===== src/rtl/jsv_pkg.sv =====
// ----------------------------------------------------------------------------
// jsv_pkg: shared types and constants of the JSON syntax validator
// Parse phases, byte classes, queue word layout and literal spelling.
// ----------------------------------------------------------------------------
package jsv_pkg;

  // Parse phase of the back end.
  typedef enum logic [3:0] {
    PH_VALUE,
    PH_ARR_FIRST,
    PH_OBJ_FIRST,
    PH_OBJ_KEY,
    PH_KEY_STR,
    PH_KEY_ESC,
    PH_COLON,
    PH_VAL_STR,
    PH_VAL_ESC,
    PH_NUM_SIGN,
    PH_NUM_INT,
    PH_NUM_FRAC,
    PH_LIT_TRUE,
    PH_LIT_FALSE,
    PH_LIT_NULL,
    PH_AFTER
  } phase_e;

  // Byte classes produced by the front end.
  typedef enum logic [4:0] {
    CL_OTHER,
    CL_TERM,
    CL_WS,
    CL_QUOTE,
    CL_BSLASH,
    CL_LBRACE,
    CL_RBRACE,
    CL_LBRACK,
    CL_RBRACK,
    CL_COMMA,
    CL_COLON,
    CL_MINUS,
    CL_DIGIT,
    CL_DOT,
    CL_LIT_T,
    CL_LIT_F,
    CL_LIT_N
  } class_e;

  // One queue word: the class and the raw byte (needed for literal matching).
  typedef struct packed {
    class_e     cls;
    logic [7:0] chr;
  } item_t;

  // Status of the back end, used by the checks in the top level.
  typedef struct packed {
    logic term_fire;
    logic err;
  } back_stat_t;

  localparam logic KIND_ARRAY  = 1'b0;
  localparam logic KIND_OBJECT = 1'b1;

  localparam int unsigned LIT_PROG_W = 3;

  // Character codes.
  localparam logic [7:0] CH_NUL    = 8'h00;
  localparam logic [7:0] CH_TAB    = 8'h09;
  localparam logic [7:0] CH_LF     = 8'h0A;
  localparam logic [7:0] CH_CR     = 8'h0D;
  localparam logic [7:0] CH_SPACE  = 8'h20;
  localparam logic [7:0] CH_QUOTE  = 8'h22;
  localparam logic [7:0] CH_COMMA  = 8'h2C;
  localparam logic [7:0] CH_MINUS  = 8'h2D;
  localparam logic [7:0] CH_DOT    = 8'h2E;
  localparam logic [7:0] CH_ZERO   = 8'h30;
  localparam logic [7:0] CH_NINE   = 8'h39;
  localparam logic [7:0] CH_COLON  = 8'h3A;
  localparam logic [7:0] CH_LBRACK = 8'h5B;
  localparam logic [7:0] CH_BSLASH = 8'h5C;
  localparam logic [7:0] CH_RBRACK = 8'h5D;
  localparam logic [7:0] CH_A      = 8'h61;
  localparam logic [7:0] CH_E      = 8'h65;
  localparam logic [7:0] CH_F      = 8'h66;
  localparam logic [7:0] CH_L      = 8'h6C;
  localparam logic [7:0] CH_N      = 8'h6E;
  localparam logic [7:0] CH_R      = 8'h72;
  localparam logic [7:0] CH_S      = 8'h73;
  localparam logic [7:0] CH_T      = 8'h74;
  localparam logic [7:0] CH_U      = 8'h75;
  localparam logic [7:0] CH_LBRACE = 8'h7B;
  localparam logic [7:0] CH_RBRACE = 8'h7D;

  // Expected byte at position idx of the literal spelled by phase ph.
  // Positions past the end return NUL, which never matches a non-terminator.
  function automatic logic [7:0] lit_char(phase_e ph, logic [LIT_PROG_W-1:0] idx);
    logic [7:0] c;
    c = CH_NUL;
    unique case (ph)
      PH_LIT_TRUE: begin
        unique case (idx)
          3'd0:    c = CH_T;
          3'd1:    c = CH_R;
          3'd2:    c = CH_U;
          3'd3:    c = CH_E;
          default: c = CH_NUL;
        endcase
      end
      PH_LIT_FALSE: begin
        unique case (idx)
          3'd0:    c = CH_F;
          3'd1:    c = CH_A;
          3'd2:    c = CH_L;
          3'd3:    c = CH_S;
          3'd4:    c = CH_E;
          default: c = CH_NUL;
        endcase
      end
      PH_LIT_NULL: begin
        unique case (idx)
          3'd0:    c = CH_N;
          3'd1:    c = CH_U;
          3'd2:    c = CH_L;
          3'd3:    c = CH_L;
          default: c = CH_NUL;
        endcase
      end
      default: c = CH_NUL;
    endcase
    return c;
  endfunction

  // Length of the literal spelled by phase ph.
  function automatic logic [LIT_PROG_W-1:0] lit_len(phase_e ph);
    return (ph == PH_LIT_FALSE) ? 3'd5 : 3'd4;
  endfunction

endpackage


===== src/rtl/jsv_ram.sv =====
// ----------------------------------------------------------------------------
// jsv_ram: generic single-write, single-read RAM
// One write port and one read port with registered read data.
// ----------------------------------------------------------------------------
module jsv_ram #(
  parameter int unsigned WIDTH = 1,
  parameter int unsigned DEPTH = 64,
  parameter int unsigned AW    = (DEPTH > 1) ? $clog2(DEPTH) : 1
) (
  input  logic             clk_i,
  input  logic             we_i,
  input  logic [AW-1:0]    waddr_i,
  input  logic [WIDTH-1:0] wdata_i,
  input  logic [AW-1:0]    raddr_i,
  output logic [WIDTH-1:0] rdata_o
);

  logic [WIDTH-1:0] mem_q [DEPTH];

  always_ff @(posedge clk_i) begin
    if (we_i) begin
      mem_q[waddr_i] <= wdata_i;
    end
    rdata_o <= mem_q[raddr_i];
  end

endmodule


===== src/rtl/jsv_front.sv =====
// ----------------------------------------------------------------------------
// jsv_front: byte intake, classification and decoupling queue
// Classifies each accepted byte and holds it in a two-word queue.
// ----------------------------------------------------------------------------
module jsv_front (
  input  logic          clk_i,
  input  logic          rst_ni,
  input  logic          s_axis_tvalid_i,
  output logic          s_axis_tready_o,
  input  logic [7:0]    s_axis_tdata_i,   // [7:0] char_byte
  output logic          q_valid_o,
  output jsv_pkg::item_t q_item_o,
  input  logic          q_pop_i
);
  import jsv_pkg::*;

  class_e     cls;
  item_t      mem_q [2];
  logic       wr_ptr_q, wr_ptr_d;
  logic       rd_ptr_q, rd_ptr_d;
  logic [1:0] count_q, count_d;
  logic       push, pop;

  always_comb begin
    priority if (s_axis_tdata_i == CH_NUL) begin
      cls = CL_TERM;
    end else if (s_axis_tdata_i == CH_SPACE || s_axis_tdata_i == CH_TAB ||
                 s_axis_tdata_i == CH_LF || s_axis_tdata_i == CH_CR) begin
      cls = CL_WS;
    end else if (s_axis_tdata_i >= CH_ZERO && s_axis_tdata_i <= CH_NINE) begin
      cls = CL_DIGIT;
    end else if (s_axis_tdata_i == CH_QUOTE) begin
      cls = CL_QUOTE;
    end else if (s_axis_tdata_i == CH_BSLASH) begin
      cls = CL_BSLASH;
    end else if (s_axis_tdata_i == CH_LBRACE) begin
      cls = CL_LBRACE;
    end else if (s_axis_tdata_i == CH_RBRACE) begin
      cls = CL_RBRACE;
    end else if (s_axis_tdata_i == CH_LBRACK) begin
      cls = CL_LBRACK;
    end else if (s_axis_tdata_i == CH_RBRACK) begin
      cls = CL_RBRACK;
    end else if (s_axis_tdata_i == CH_COMMA) begin
      cls = CL_COMMA;
    end else if (s_axis_tdata_i == CH_COLON) begin
      cls = CL_COLON;
    end else if (s_axis_tdata_i == CH_MINUS) begin
      cls = CL_MINUS;
    end else if (s_axis_tdata_i == CH_DOT) begin
      cls = CL_DOT;
    end else if (s_axis_tdata_i == CH_T) begin
      cls = CL_LIT_T;
    end else if (s_axis_tdata_i == CH_F) begin
      cls = CL_LIT_F;
    end else if (s_axis_tdata_i == CH_N) begin
      cls = CL_LIT_N;
    end else begin
      cls = CL_OTHER;
    end
  end

  assign s_axis_tready_o = (count_q != 2'd2);
  assign push            = s_axis_tvalid_i && s_axis_tready_o;
  assign pop             = q_pop_i && (count_q != 2'd0);
  assign q_valid_o       = (count_q != 2'd0);
  assign q_item_o        = mem_q[rd_ptr_q];

  always_comb begin
    wr_ptr_d = push ? ~wr_ptr_q : wr_ptr_q;
    rd_ptr_d = pop  ? ~rd_ptr_q : rd_ptr_q;
    count_d  = count_q + {1'b0, push} - {1'b0, pop};
  end

  always_ff @(posedge clk_i or negedge rst_ni) begin
    if (!rst_ni) begin
      wr_ptr_q <= 1'b0;
      rd_ptr_q <= 1'b0;
      count_q  <= 2'd0;
    end else begin
      wr_ptr_q <= wr_ptr_d;
      rd_ptr_q <= rd_ptr_d;
      count_q  <= count_d;
    end
  end

  always_ff @(posedge clk_i) begin
    if (push) begin
      mem_q[wr_ptr_q] <= '{cls: cls, chr: s_axis_tdata_i};
    end
  end

endmodule


===== src/rtl/jsv_back.sv =====
// ----------------------------------------------------------------------------
// jsv_back: parse state machine, nesting stack and result register
// Executes one classified byte per cycle while the result is not stalled, and registers its status word.
// ----------------------------------------------------------------------------
module jsv_back #(
  parameter int unsigned MAX_NEST_DEPTH = 64,
  parameter int unsigned DW = $clog2(MAX_NEST_DEPTH + 1)
) (
  input  logic                  clk_i,
  input  logic                  rst_ni,
  input  logic                  q_valid_i,
  input  jsv_pkg::item_t        q_item_i,
  output logic                  q_pop_o,
  output logic                  m_axis_tvalid_o,
  input  logic                  m_axis_tready_i,
  output logic [15:0]           m_axis_tdata_o,
  output logic                  m_axis_tlast_o,
  output logic [DW-1:0]         depth_o,
  output jsv_pkg::back_stat_t   stat_o
);
  import jsv_pkg::*;

  localparam int unsigned AW = (MAX_NEST_DEPTH > 1) ? $clog2(MAX_NEST_DEPTH) : 1;
  localparam logic [DW-1:0] DEPTH_MAX = DW'(MAX_NEST_DEPTH);

  phase_e                phase_q, phase_d;
  logic [LIT_PROG_W-1:0] prog_q, prog_d;
  logic [DW-1:0]         depth_q, depth_d;
  logic                  err_q, err_d;
  logic                  top_q, top_d;
  logic                  below;

  logic                  fire, term;
  logic                  start_req, after_req, push_req, pop_req, push_kind;
  phase_e                push_phase;
  logic                  ram_we;
  logic [DW-1:0]         rd_full;

  logic                  out_valid_q;
  logic                  fin_q, fin_d;
  logic                  doc_q, doc_d;
  logic                  errout_q, errout_d;
  logic [6:0]            dout_q, dout_d;
  logic [DW+6:0]         depth_ext;
  logic                  ends_ok;

  assign fire    = q_valid_i && (!out_valid_q || m_axis_tready_i);
  assign q_pop_o = fire;
  assign term    = (q_item_i.cls == CL_TERM);

  // Next state.
  always_comb begin
    phase_d    = phase_q;
    prog_d     = prog_q;
    depth_d    = depth_q;
    err_d      = err_q;
    top_d      = top_q;
    start_req  = 1'b0;
    after_req  = 1'b0;
    push_req   = 1'b0;
    pop_req    = 1'b0;
    push_kind  = KIND_ARRAY;
    push_phase = phase_q;
    ram_we     = 1'b0;
    if (fire) begin
      if (term) begin
        phase_d = PH_VALUE;
        prog_d  = '0;
        depth_d = '0;
        err_d   = 1'b0;
      end else if (!err_q) begin
        unique case (phase_q)
          PH_VALUE: begin
            start_req = (q_item_i.cls != CL_WS);
          end
          PH_ARR_FIRST: begin
            if (q_item_i.cls == CL_RBRACK) begin
              pop_req = 1'b1;
            end else if (q_item_i.cls != CL_WS) begin
              start_req = 1'b1;
            end
          end
          PH_OBJ_FIRST: begin
            if (q_item_i.cls == CL_RBRACE) begin
              pop_req = 1'b1;
            end else if (q_item_i.cls == CL_QUOTE) begin
              phase_d = PH_KEY_STR;
            end else if (q_item_i.cls != CL_WS) begin
              err_d = 1'b1;
            end
          end
          PH_OBJ_KEY: begin
            if (q_item_i.cls == CL_QUOTE) begin
              phase_d = PH_KEY_STR;
            end else if (q_item_i.cls != CL_WS) begin
              err_d = 1'b1;
            end
          end
          PH_KEY_STR: begin
            if (q_item_i.cls == CL_QUOTE) begin
              phase_d = PH_COLON;
            end else if (q_item_i.cls == CL_BSLASH) begin
              phase_d = PH_KEY_ESC;
            end
          end
          PH_KEY_ESC: begin
            phase_d = PH_KEY_STR;
          end
          PH_COLON: begin
            if (q_item_i.cls == CL_COLON) begin
              phase_d = PH_VALUE;
            end else if (q_item_i.cls != CL_WS) begin
              err_d = 1'b1;
            end
          end
          PH_VAL_STR: begin
            if (q_item_i.cls == CL_QUOTE) begin
              phase_d = PH_AFTER;
            end else if (q_item_i.cls == CL_BSLASH) begin
              phase_d = PH_VAL_ESC;
            end
          end
          PH_VAL_ESC: begin
            phase_d = PH_VAL_STR;
          end
          PH_NUM_SIGN: begin
            if (q_item_i.cls == CL_DIGIT) begin
              phase_d = PH_NUM_INT;
            end else begin
              err_d = 1'b1;
            end
          end
          PH_NUM_INT: begin
            if (q_item_i.cls == CL_DOT) begin
              phase_d = PH_NUM_FRAC;
            end else if (q_item_i.cls != CL_DIGIT) begin
              phase_d   = PH_AFTER;
              after_req = 1'b1;
            end
          end
          PH_NUM_FRAC: begin
            if (q_item_i.cls != CL_DIGIT) begin
              phase_d   = PH_AFTER;
              after_req = 1'b1;
            end
          end
          PH_LIT_TRUE, PH_LIT_FALSE, PH_LIT_NULL: begin
            if (q_item_i.chr != lit_char(phase_q, prog_q)) begin
              err_d = 1'b1;
            end else if (prog_q + 3'd1 == lit_len(phase_q)) begin
              prog_d  = '0;
              phase_d = PH_AFTER;
            end else begin
              prog_d = prog_q + 3'd1;
            end
          end
          PH_AFTER: begin
            after_req = 1'b1;
          end
        endcase

        if (start_req) begin
          unique case (q_item_i.cls)
            CL_QUOTE:  phase_d = PH_VAL_STR;
            CL_LBRACE: begin
              push_req   = 1'b1;
              push_kind  = KIND_OBJECT;
              push_phase = PH_OBJ_FIRST;
            end
            CL_LBRACK: begin
              push_req   = 1'b1;
              push_kind  = KIND_ARRAY;
              push_phase = PH_ARR_FIRST;
            end
            CL_MINUS:  phase_d = PH_NUM_SIGN;
            CL_DIGIT:  phase_d = PH_NUM_INT;
            CL_LIT_T: begin
              phase_d = PH_LIT_TRUE;
              prog_d  = 3'd1;
            end
            CL_LIT_F: begin
              phase_d = PH_LIT_FALSE;
              prog_d  = 3'd1;
            end
            CL_LIT_N: begin
              phase_d = PH_LIT_NULL;
              prog_d  = 3'd1;
            end
            default:   err_d = 1'b1;
          endcase
        end

        // A completed value: whitespace, a separator or the closing bracket.
        if (after_req && q_item_i.cls != CL_WS) begin
          if (depth_q == '0) begin
            err_d = 1'b1;
          end else if (q_item_i.cls == CL_COMMA) begin
            phase_d = (top_q == KIND_OBJECT) ? PH_OBJ_KEY : PH_VALUE;
          end else if ((top_q == KIND_OBJECT && q_item_i.cls == CL_RBRACE) ||
                       (top_q == KIND_ARRAY && q_item_i.cls == CL_RBRACK)) begin
            pop_req = 1'b1;
          end else begin
            err_d = 1'b1;
          end
        end

        if (push_req) begin
          if (depth_q == DEPTH_MAX) begin
            err_d = 1'b1;
          end else begin
            ram_we  = 1'b1;
            depth_d = depth_q + DW'(1);
            top_d   = push_kind;
            phase_d = push_phase;
          end
        end

        if (pop_req) begin
          if (depth_q != '0) begin
            depth_d = depth_q - DW'(1);
            top_d   = below;
          end
          phase_d = PH_AFTER;
        end
      end
    end
  end

  // Result word.
  always_comb begin
    ends_ok = (phase_q == PH_AFTER) || (phase_q == PH_NUM_INT) ||
              (phase_q == PH_NUM_FRAC);
    if (term) begin
      fin_d     = 1'b1;
      doc_d     = !err_q && ends_ok && (depth_q == '0);
      errout_d  = !doc_d;
      depth_ext = {7'b0, depth_q};
    end else begin
      fin_d     = 1'b0;
      doc_d     = 1'b0;
      errout_d  = err_d;
      depth_ext = {7'b0, depth_d};
    end
    dout_d = depth_ext[6:0];
  end

  // The stack RAM holds every pushed kind; the read port keeps the entry
  // just below the top ready for the next pop.
  assign rd_full = (depth_d >= DW'(2)) ? depth_d - DW'(2) : '0;

  jsv_ram #(
    .WIDTH (1),
    .DEPTH (MAX_NEST_DEPTH),
    .AW    (AW)
  ) u_stack (
    .clk_i   (clk_i),
    .we_i    (ram_we),
    .waddr_i (depth_q[AW-1:0]),
    .wdata_i (push_kind),
    .raddr_i (rd_full[AW-1:0]),
    .rdata_o (below)
  );

  always_ff @(posedge clk_i or negedge rst_ni) begin
    if (!rst_ni) begin
      phase_q     <= PH_VALUE;
      prog_q      <= '0;
      depth_q     <= '0;
      err_q       <= 1'b0;
      out_valid_q <= 1'b0;
    end else begin
      phase_q <= phase_d;
      prog_q  <= prog_d;
      depth_q <= depth_d;
      err_q   <= err_d;
      if (fire) begin
        out_valid_q <= 1'b1;
      end else if (m_axis_tready_i) begin
        out_valid_q <= 1'b0;
      end
    end
  end

  always_ff @(posedge clk_i) begin
    top_q <= top_d;
    if (fire) begin
      fin_q    <= fin_d;
      doc_q    <= doc_d;
      errout_q <= errout_d;
      dout_q   <= dout_d;
    end
  end

  assign m_axis_tvalid_o  = out_valid_q;
  assign m_axis_tlast_o   = fin_q;
  assign m_axis_tdata_o   = {7'b0, dout_q, errout_q, doc_q};
  assign depth_o          = depth_q;
  assign stat_o.term_fire = fire && term;
  assign stat_o.err       = err_q;

endmodule


===== src/rtl/json_syntax_validator.sv =====
// ----------------------------------------------------------------------------
// json_syntax_validator: streaming JSON syntax checker, one byte per word
// Data path: a byte taken is written into the two-word queue; the parser then
// takes it from the queue and writes its word into the result register.
// A stalled result fills the two-word queue.
// One byte per cycle sustained while the result stream does not stall; the parse
// state machine resolves each byte, including any stack push or pop, as it takes it.
// Reset: asynchronous, active low; the parser starts expecting a top-level
// value with an empty stack, and no clearing pass over the stack is needed.
// ----------------------------------------------------------------------------
module json_syntax_validator #(
  parameter int unsigned MAX_NEST_DEPTH = 64
) (
  input  logic        clk_i,
  input  logic        rst_ni,
  // Input stream of text bytes; a zero byte ends the document.
  input  logic        s_axis_tvalid_i,
  output logic        s_axis_tready_o,
  input  logic [7:0]  s_axis_tdata_i,   // [7:0] char_byte
  // Result stream, one word for each byte taken.
  output logic        m_axis_tvalid_o,
  input  logic        m_axis_tready_i,
  output logic [15:0] m_axis_tdata_o,   // [0] document_valid, [1] error_seen,
                                        // [8:2] nesting_depth, [15:9] zero
  output logic        m_axis_tlast_o    // finished
);
  import jsv_pkg::*;

  localparam int unsigned DW = $clog2(MAX_NEST_DEPTH + 1);

  // The front end classifies bytes and queues them; the back end runs the
  // parser and holds the result register, so either side can stall alone.
  logic       q_valid;
  item_t      q_item;
  logic       q_pop;
  logic [DW-1:0] depth;
  back_stat_t stat;

  jsv_front u_front (
    .clk_i           (clk_i),
    .rst_ni          (rst_ni),
    .s_axis_tvalid_i (s_axis_tvalid_i),
    .s_axis_tready_o (s_axis_tready_o),
    .s_axis_tdata_i  (s_axis_tdata_i),
    .q_valid_o       (q_valid),
    .q_item_o        (q_item),
    .q_pop_i         (q_pop)
  );

  jsv_back #(
    .MAX_NEST_DEPTH (MAX_NEST_DEPTH),
    .DW             (DW)
  ) u_back (
    .clk_i           (clk_i),
    .rst_ni          (rst_ni),
    .q_valid_i       (q_valid),
    .q_item_i        (q_item),
    .q_pop_o         (q_pop),
    .m_axis_tvalid_o (m_axis_tvalid_o),
    .m_axis_tready_i (m_axis_tready_i),
    .m_axis_tdata_o  (m_axis_tdata_o),
    .m_axis_tlast_o  (m_axis_tlast_o),
    .depth_o         (depth),
    .stat_o          (stat)
  );

`ifndef SYNTH
  // The open-container count never passes the stack depth.
  a_depth_bound: assert property (@(posedge clk_i) disable iff (!rst_ni)
    depth <= DW'(MAX_NEST_DEPTH))
    else $error("nesting depth beyond stack size");

  // A terminator returns the parser to its reset state.
  a_term_resets: assert property (@(posedge clk_i) disable iff (!rst_ni)
    stat.term_fire |=> (depth == '0) && !stat.err)
    else $error("state not cleared after terminator");

  // A valid verdict carries no error and no open containers.
  a_verdict: assert property (@(posedge clk_i) disable iff (!rst_ni)
    (m_axis_tvalid_o && m_axis_tlast_o && m_axis_tdata_o[0]) |->
      (!m_axis_tdata_o[1] && m_axis_tdata_o[8:2] == 7'd0))
    else $error("inconsistent valid verdict");
`endif

endmodule


===== config.mk =====
export PLATFORM = sky130hd
export DESIGN_NAME = json_syntax_validator
export DESIGN_NICKNAME = d
export VERILOG_FILES = /design/src/rtl/jsv_pkg.sv /design/src/rtl/jsv_ram.sv /design/src/rtl/jsv_front.sv /design/src/rtl/jsv_back.sv /design/src/rtl/json_syntax_validator.sv
export SDC_FILE = /design/constraint.sdc
export NUM_CORES = 1
export LEC_CHECK = 0
export BUFFER_PORTS_ARGS = -buffer_cell sky130_fd_sc_hd__buf_2
export CORE_MARGIN = 2
export CORE_UTILIZATION = 50
export CTS_CLUSTER_SIZE = 28
export DETAILED_ROUTE_END_ITERATION = 7
export PLACE_DENSITY = 0.63
export REMOVE_ABC_BUFFERS = 1
export SYNTH_ARGS = -nofsm -noshare
export SYNTH_HDL_FRONTEND = slang
export SYNTH_SLANG_ARGS = --single-unit
export TNS_END_PERCENT = 50

===== constraint.sdc =====
create_clock -name clk_i -period 6.34 [get_ports clk_i]
set_input_delay 0.951 -clock clk_i [delete_from_list [all_inputs] [get_ports clk_i]]
set_output_delay 0.951 -clock clk_i [all_outputs]
set_load 0.02 [all_outputs]

# --- Word-level counts from Yosys, hierarchy flattened ---
# Memory sizes are Yosys's and may differ from the RTL's. A register that Yosys moved wholly into a read port is not among the register bits.
# Cells that the tools add are included.
op_classes:
  addsub: 6
  magnitude_cmp: 3
  eq_ne: 60
  muxes: 133
  n_bitwise: 5
  reduce_logical: 34
ops:
  columns: ["cell", "n"]
  rows:
  - ["4-bit 2-to-1 mux", 22]
  - ["5-bit 2-to-1 mux", 16]
  - ["8-bit by 7-bit equality test with 1-bit output, second input constant", 8]
  - ["1-bit 2-to-1 mux", 63]
  - ["7-bit 2-to-1 mux", 8]
  - ["8-bit by 6-bit equality test with 1-bit output, second input constant", 6]
  - ["4-bit case mux with 11 select lines", 1]
  - ["5-bit by 4-bit equality test with 1-bit output, second input constant", 8]
  - ["7-bit case mux with 5 select lines", 1]
  - ["4-bit equality test, second input constant", 8]
  - ["8-bit 2-to-1 mux", 4]
  - ["7-bit case mux with 4 select lines", 1]
  - ["8-bit by 4-bit equality test with 1-bit output, second input constant", 3]
  - ["4-bit case mux with 6 select lines", 1]
  - ["8-bit case mux with 3 select lines", 1]
  - ["3-bit 2-to-1 mux", 7]
  - ["7-bit case mux with 3 select lines", 1]
  - ["5-bit by 3-bit equality test with 1-bit output, second input constant", 4]
  - ["4-bit by 3-bit equality test with 1-bit output, second input constant", 4]
  - ["5-bit by 2-bit inequality test with 1-bit output, second input constant", 2]
  - ["1-bit logical AND", 9]
  - ["4-bit by 2-bit equality test with 1-bit output, second input constant", 2]
  - ["8-bit by 6-bit greater-or-equal comparator with 1-bit output, second input constant", 1]
  - ["8-bit by 6-bit less-or-equal comparator with 1-bit output, second input constant", 1]
  - ["other kinds (41)", 59]
totals:
  register_bits: 31
  mem_bits_rw: 90
  in_bits: 12
  memories: 2
memory_table:
  columns: ["memory", "depth", "word_bits", "read_ports", "rd_clocked_by_memory_dff", "write_ports", "line_no", "rtl"]
  rows:
  - ["u_back.u_stack.mem_q", 64, 1, 1, 1, 1, "jsv_ram.sv:18", "logic [WIDTH-1:0] mem_q [DEPTH];"]
  - ["u_front.mem_q", 2, 13, 1, 0, 1, "jsv_front.sv:18", "item_t mem_q [2];"]

# --- Logic depth before layout (Yosys ltp) ---
logic_depth:
  depth_word: 23
  depth_mapped: 23

# --- Cells and area by module ---
# From an unflattened synthesis, not the netlist that was laid out.
unflattened:
  hier_cells: 695
  area_unflattened_um2: 7458.4
modules_own_cells:
  columns: ["module", "n_inst", "cells_each", "area_each_um2"]
  rows:
  - ["jsv_back", 1, 380, 2979.1]
  - ["jsv_ram", 1, 205, 2936.6]
  - ["jsv_front", 1, 110, 1542.7]

# --- Worst setup path before layout ---
# OpenSTA, ideal clock, no wires.
synth_timing:
  path_type: "register to register"
  start: "reg u_back.depth_q[0] (netlist: u_back.depth_o[0])"
  end: "reg u_back.u_stack.rdata_o, read port of u_back.u_stack.mem_q"
  setup_time_ps: 129
  arrival_ps: 4316
  required_time_ps: 6211
  setup_slack_ps: 1895
  stages_incl_launch_ff: 22
  n_path_buf: 4
  period_less_slack_ps: 4445
  cell_sequence: "dfrtp_1 -> clkbuf_1 -> inv_1 -> ha_1 -> or3b_1 -> o41ai_1 -> a2bb2o_2 -> o21a_1 -> nor2_1 -> o2111ai_1 -> and3_1 -> buf_2 -> ha_1 -> and4_1 -> buf_2 -> and3_4 -> buf_6 -> a21oi_4 -> mux2_4 -> o211ai_2 -> a211o_1 -> nand4_1"
synth_between:
  elab_chain_len: 12
synth_lines:
  columns: ["element", "line_no", "rtl"]
  rows:
  - ["start, declared", "jsv_back.sv:28", "logic [DW-1:0] depth_q, depth_d;"]
  - ["start signal, assigned", "jsv_back.sv:274", "depth_q <= depth_d;"]
  - ["branches (longest 9 deep; another with 7-bit by 1-bit adder with 7-bit output)", null, null]
  - ["7-bit 2-to-1 mux (*)", "jsv_back.sv:65", "if (fire) begin"]
  - ["6-bit by 2-bit subtractor with 6-bit output or 7-bit by 2-bit greater-or-equal comparator with 1-bit output (tied branches)", "jsv_back.sv:249", "assign rd_full = (depth_d >= DW'(2)) ? depth_d - DW'(2) : '0;"]
  - ["6-bit 2-to-1 mux (*)", "jsv_back.sv:249", null]
  - ["end, declared", "jsv_ram.sv:15", "output logic [WIDTH-1:0] rdata_o"]
# Mark *: on every way between the ends. The select of a mux whose other input is x is not followed.
# A chain may end at the register's enable or synchronous reset.

# --- Final worst setup path ---
layout_timing:
  start: "reg u_front.rd_ptr_q"
  end: "reg u_back.u_stack.rdata_o, read port of u_back.u_stack.mem_q"
layout_between:
  elab_chain_len: 20
layout_lines:
  columns: ["element", "line_no", "rtl"]
  rows:
  - ["start, declared", "jsv_front.sv:20", "logic rd_ptr_q, rd_ptr_d;"]
  - ["start signal, assigned", "jsv_front.sv:82", "rd_ptr_q <= rd_ptr_d;"]
  - ["memory read 2 x 13 bit (*)", null, null]
  - ["5-bit by 2-bit inequality test with 1-bit output", "jsv_back.sv:74, jsv_back.sv:79, jsv_back.sv:194", null]
  - ["1-bit 2-to-1 mux", "jsv_back.sv:79", "end else if (q_item_i.cls != CL_WS) begin"]
  - ["1-bit 2-to-1 mux", "jsv_back.sv:77", "if (q_item_i.cls == CL_RBRACK) begin"]
  - ["1-bit case mux with 2 select lines", "jsv_back.sv:72", "unique case (phase_q)"]
  - ["1-bit 2-to-1 mux", "jsv_back.sv:71", "end else if (!err_q) begin"]
  - ["1-bit 2-to-1 mux", "jsv_back.sv:66", "if (term) begin"]
  - ["1-bit 2-to-1 mux", "jsv_back.sv:65", null]
  - ["[... 4 more ...]", null, null]
  - ["7-bit 2-to-1 mux", "jsv_back.sv:207", "if (push_req) begin"]
  - ["7-bit 2-to-1 mux", "jsv_back.sv:219", "if (depth_q != '0) begin"]
  - ["7-bit 2-to-1 mux", "jsv_back.sv:218", "if (pop_req) begin"]
  - ["7-bit 2-to-1 mux", "jsv_back.sv:71", null]
  - ["7-bit 2-to-1 mux (*)", "jsv_back.sv:66", null]
  - ["7-bit 2-to-1 mux (*)", "jsv_back.sv:65", null]
  - ["6-bit by 2-bit subtractor with 6-bit output or 7-bit by 2-bit greater-or-equal comparator with 1-bit output (tied branches)", "jsv_back.sv:249", null]
  - ["6-bit 2-to-1 mux (*)", "jsv_back.sv:249", null]
# Every way passes the cells marked *; elsewhere a longest branch is shown, timed or not. The select of a mux whose other input is x is not followed.

==> results.ini <==
[drt]
routedWlPerCell_um = 19.5
drt_pass1_iterations = 6
drtIter0Drc = 713
vias_per_cell = 6.23
vias = 6088
drt_drc_violations_left = 0
routed_wl_um = 19100
antenna_left = 0

[clocking]
ctsResizeCount = 0
post_cts_buffers = 0
clk-insertion-delay-late_ns = 0.42
tritoncts = built
h-tree-depth = 4
cts_hold_buffers = 0
clkTransAtPathRegs_ns = 0.06
cts_max_path_buffers = 2
cts_root_buffer = clkbuf_16
cts_sinks = 122
numCtsBuffers = 17

[critical_path]
critPathMaxFanout = 33
cp.arrival_ns = 5.71
critPathMaxStageDelay_ns = 1.01
path_class = reg -> reg
cp_slowest_cell = dfrtp_1
cp.buffers_inverters = 1
crit_required_ns = 6.64
worstSetupStartpointType = flip-flop
critPathTopFamily = simple AND/OR/NAND/NOR gates
end_kind = flip-flop
path_cells = nor4b_1, o22ai_2, nand2_1, inv_2, o2111ai_1, and3_1, ha_1, and4_1, and3_4, a21oi_4, mux2_4, o211ai_2, a211o_1, nand4_1

[sta]
rsz0062_at_grt = no
fmax_ghz = 0.185
min_period_over_period_pct = 85.3
period_needed_ns = 5.41
final_hold_viol_count = 0
slew_headroom_pct = 24.7
worst_clock_skew_ns = 0.00847
layout_setup_ws_ns = 0.933
worst_pin_slew_ns = 1.12
setup_viol = 0
drv_slew = 0
tns_ns = 0

[logic_synthesis]
ys_seq_area_share_pct = 47.0
synth-async-reset-ratio_pct = 16.4
yosysWarnings = 0
syn-instance-count = 785
synth-edff-count = 101
synth_ff_type = edfxtp_1
syn_area_um2 = 7560
ys_types = 91
ys_ff_latch = 122
syn_avg_cell_area_um2 = 9.63

[grt]
grt_pass1_vias = 5715
overflow = 0
antenna_found_initial = 0
globalRouteTotalUtil_pct = 24.4
grt_max_degree = 65
grt_pass1_wl_um = 30500

[cells_and_area]
drive_above_1_share_pct = 11.3
stdcell_area_um2 = 8210
mostFrequentLayoutCell = nor2_1
num_antenna_cells = 0
fillerInstances = 1307
mostFrequentLayoutCells = 113 x nor2_1, 101 x edfxtp_1, 75 x nand2_1
nNetsFinal = 802
area_growth_pct = 8.67

[floorplanning]
core_region_area_um2 = 14600
die-area_um2 = 16100
io_pins = 31
die_w_um = 127
initial_core_util_pct = 51.6
die_h_um = 127
rows = 44

[run]
maxCapViolCount = 0

[place]
portBuffers = 23
gp_congestion = 0.927
hpwl_um = 13200
postPlaceCellArea_um2 = 7640
place_ws_ns = 1.04

[power]
vdd_drop_max_mv = 0.253
powerDensity_nw_per_um2 = 360
p_leak_nw = 3.07
finalPower_mw = 2.95

[status]
status = complete, no violations

[worst_hold_path]
hold_path.class = reg -> reg

==> power by group <==
part	switching [mW]	total [mW]	internal, mW	leakage [nW]
Clock	0.369	0.945	0.577	0.283
Combinational	0.555	0.886	0.331	1.48
Sequential	0.145	1.12	0.977	1.31
Total	1.07	2.95	1.88	3.07
==> routing by layer <==
layer  part of all wire (%)  vias up  GRT usage [%]
li1                       -     2874              -
met1                     49     2963           37.2
met2                     43      221           35.0
met3                    5.8       30           4.85
met4                    1.4        0           7.37
met5                      0        -              0
==> registers in the layout, indices dropped and copies added (netlist names) <==
signal and flops:
u_back.u_stack.mem_q 64, u_front.mem_q 26, u_back.depth_o 7, u_back.dout_q 7
u_back.phase_q 4, u_back.prog_q 3, u_front.count_q 2, u_back.doc_q 1
u_back.err_q 1, u_back.errout_q 1, u_back.m_axis_tlast_o 1, u_back.m_axis_tvalid_o 1
u_back.top_q 1, u_back.u_stack.rdata_o 1, u_front.rd_ptr_q 1, u_front.wr_ptr_q 1
==> worst reg2reg max path, cell delays in order, from the launching register on <==
cell       delay (ns)
dfrtp_1          1.01
nor4b_1          0.16
o22ai_2          0.69
nand2_1          0.54
inv_2            0.38
o2111ai_1        0.26
and3_1           0.41
ha_1             0.32
and4_1           0.23
and3_4           0.26
a21oi_4          0.32
mux2_4           0.35
o211ai_2         0.14
a211o_1          0.13
nand4_1          0.09
==> path summary, 6_finish.rpt <==
kind                                   from                     end  cells after the start  slack [ns]
hold / removal             u_front.wr_ptr_q        u_front.wr_ptr_q                      1        0.49
setup reg to reg           u_front.rd_ptr_q  u_back.u_stack.rdata_o                     14        0.93
hold reg to reg            u_front.wr_ptr_q        u_front.wr_ptr_q                      1        0.49
max in group asynchronous            rst_ni        u_front.wr_ptr_q                      1        5.45
min in group asynchronous            rst_ni        u_back.prog_q[1]                      1        0.51
setup / recovery           u_front.rd_ptr_q  u_back.u_stack.rdata_o                     14        0.93
==> kinds of logic (layout without fill, tap and decap cells) <==
family	Yosys count	count (layout)	synth area share (%)
simple gates	337	337	22.2
buf+inv	84	86	5.41
other cells	1	7	0.0496
xor+xnor	13	13	1.51
flops	122	122	47.0
compound gates	191	191	18.4
mux	27	27	3.79
fa+ha+maj	10	10	1.66
==> synth_stat cells (6+ instances only) <==
cell / count / area [um2]
nand2_1: 75 / 282
nor2b_1: 15 / 93.8
ha_1: 10 / 125
nand3b_1: 6 / 45.0
or3_1: 16 / 100
nand2b_1: 12 / 75.1
mux2i_1: 22 / 220
edfxtp_1: 101 / 3030
o221ai_1: 6 / 52.6
o211ai_1: 7 / 52.6
o21ai_0: 32 / 160
inv_1: 24 / 90.1
a31oi_1: 7 / 43.8
clkbuf_1: 29 / 109
buf_6: 7 / 78.8
o31ai_1: 8 / 60.1
o22ai_1: 6 / 37.5
a22oi_1: 7 / 52.6
buf_4: 9 / 67.6
buf_2: 6 / 30.0
nor2_1: 113 / 424
xnor2_1: 9 / 78.8
dfrtp_1: 20 / 500
a21oi_1: 48 / 240
nand3_1: 24 / 120
nand4_1: 8 / 50.1
nor3_1: 20 / 100
and3_1: 9 / 56.3
==> stage by stage <==
step                utilization [%]  hold WS (ns)  instances
finish                         56.1         0.492        977
global route                   56.1         0.528        977
CTS                            56.1         0.490        977
detailed placement             52.2         0.479        945
global placement               52.2         0.478        945
floorplan                         -         0.461        736
==> final cells by class <==
class / instances / area [um2] / share of cell area [%]
Tap cell: 184 / 230 / 2.80
Clock inverter: 15 / 148 / 1.80
Clock buffer: 17 / 425 / 5.18
Timing Repair Buffer: 25 / 130 / 1.58
Multi-Input combinational cell: 585 / 3620 / 44.1
Sequential cell: 122 / 3550 / 43.3
Inverter: 29 / 109 / 1.33
Power figures use the tool's default switching activity.
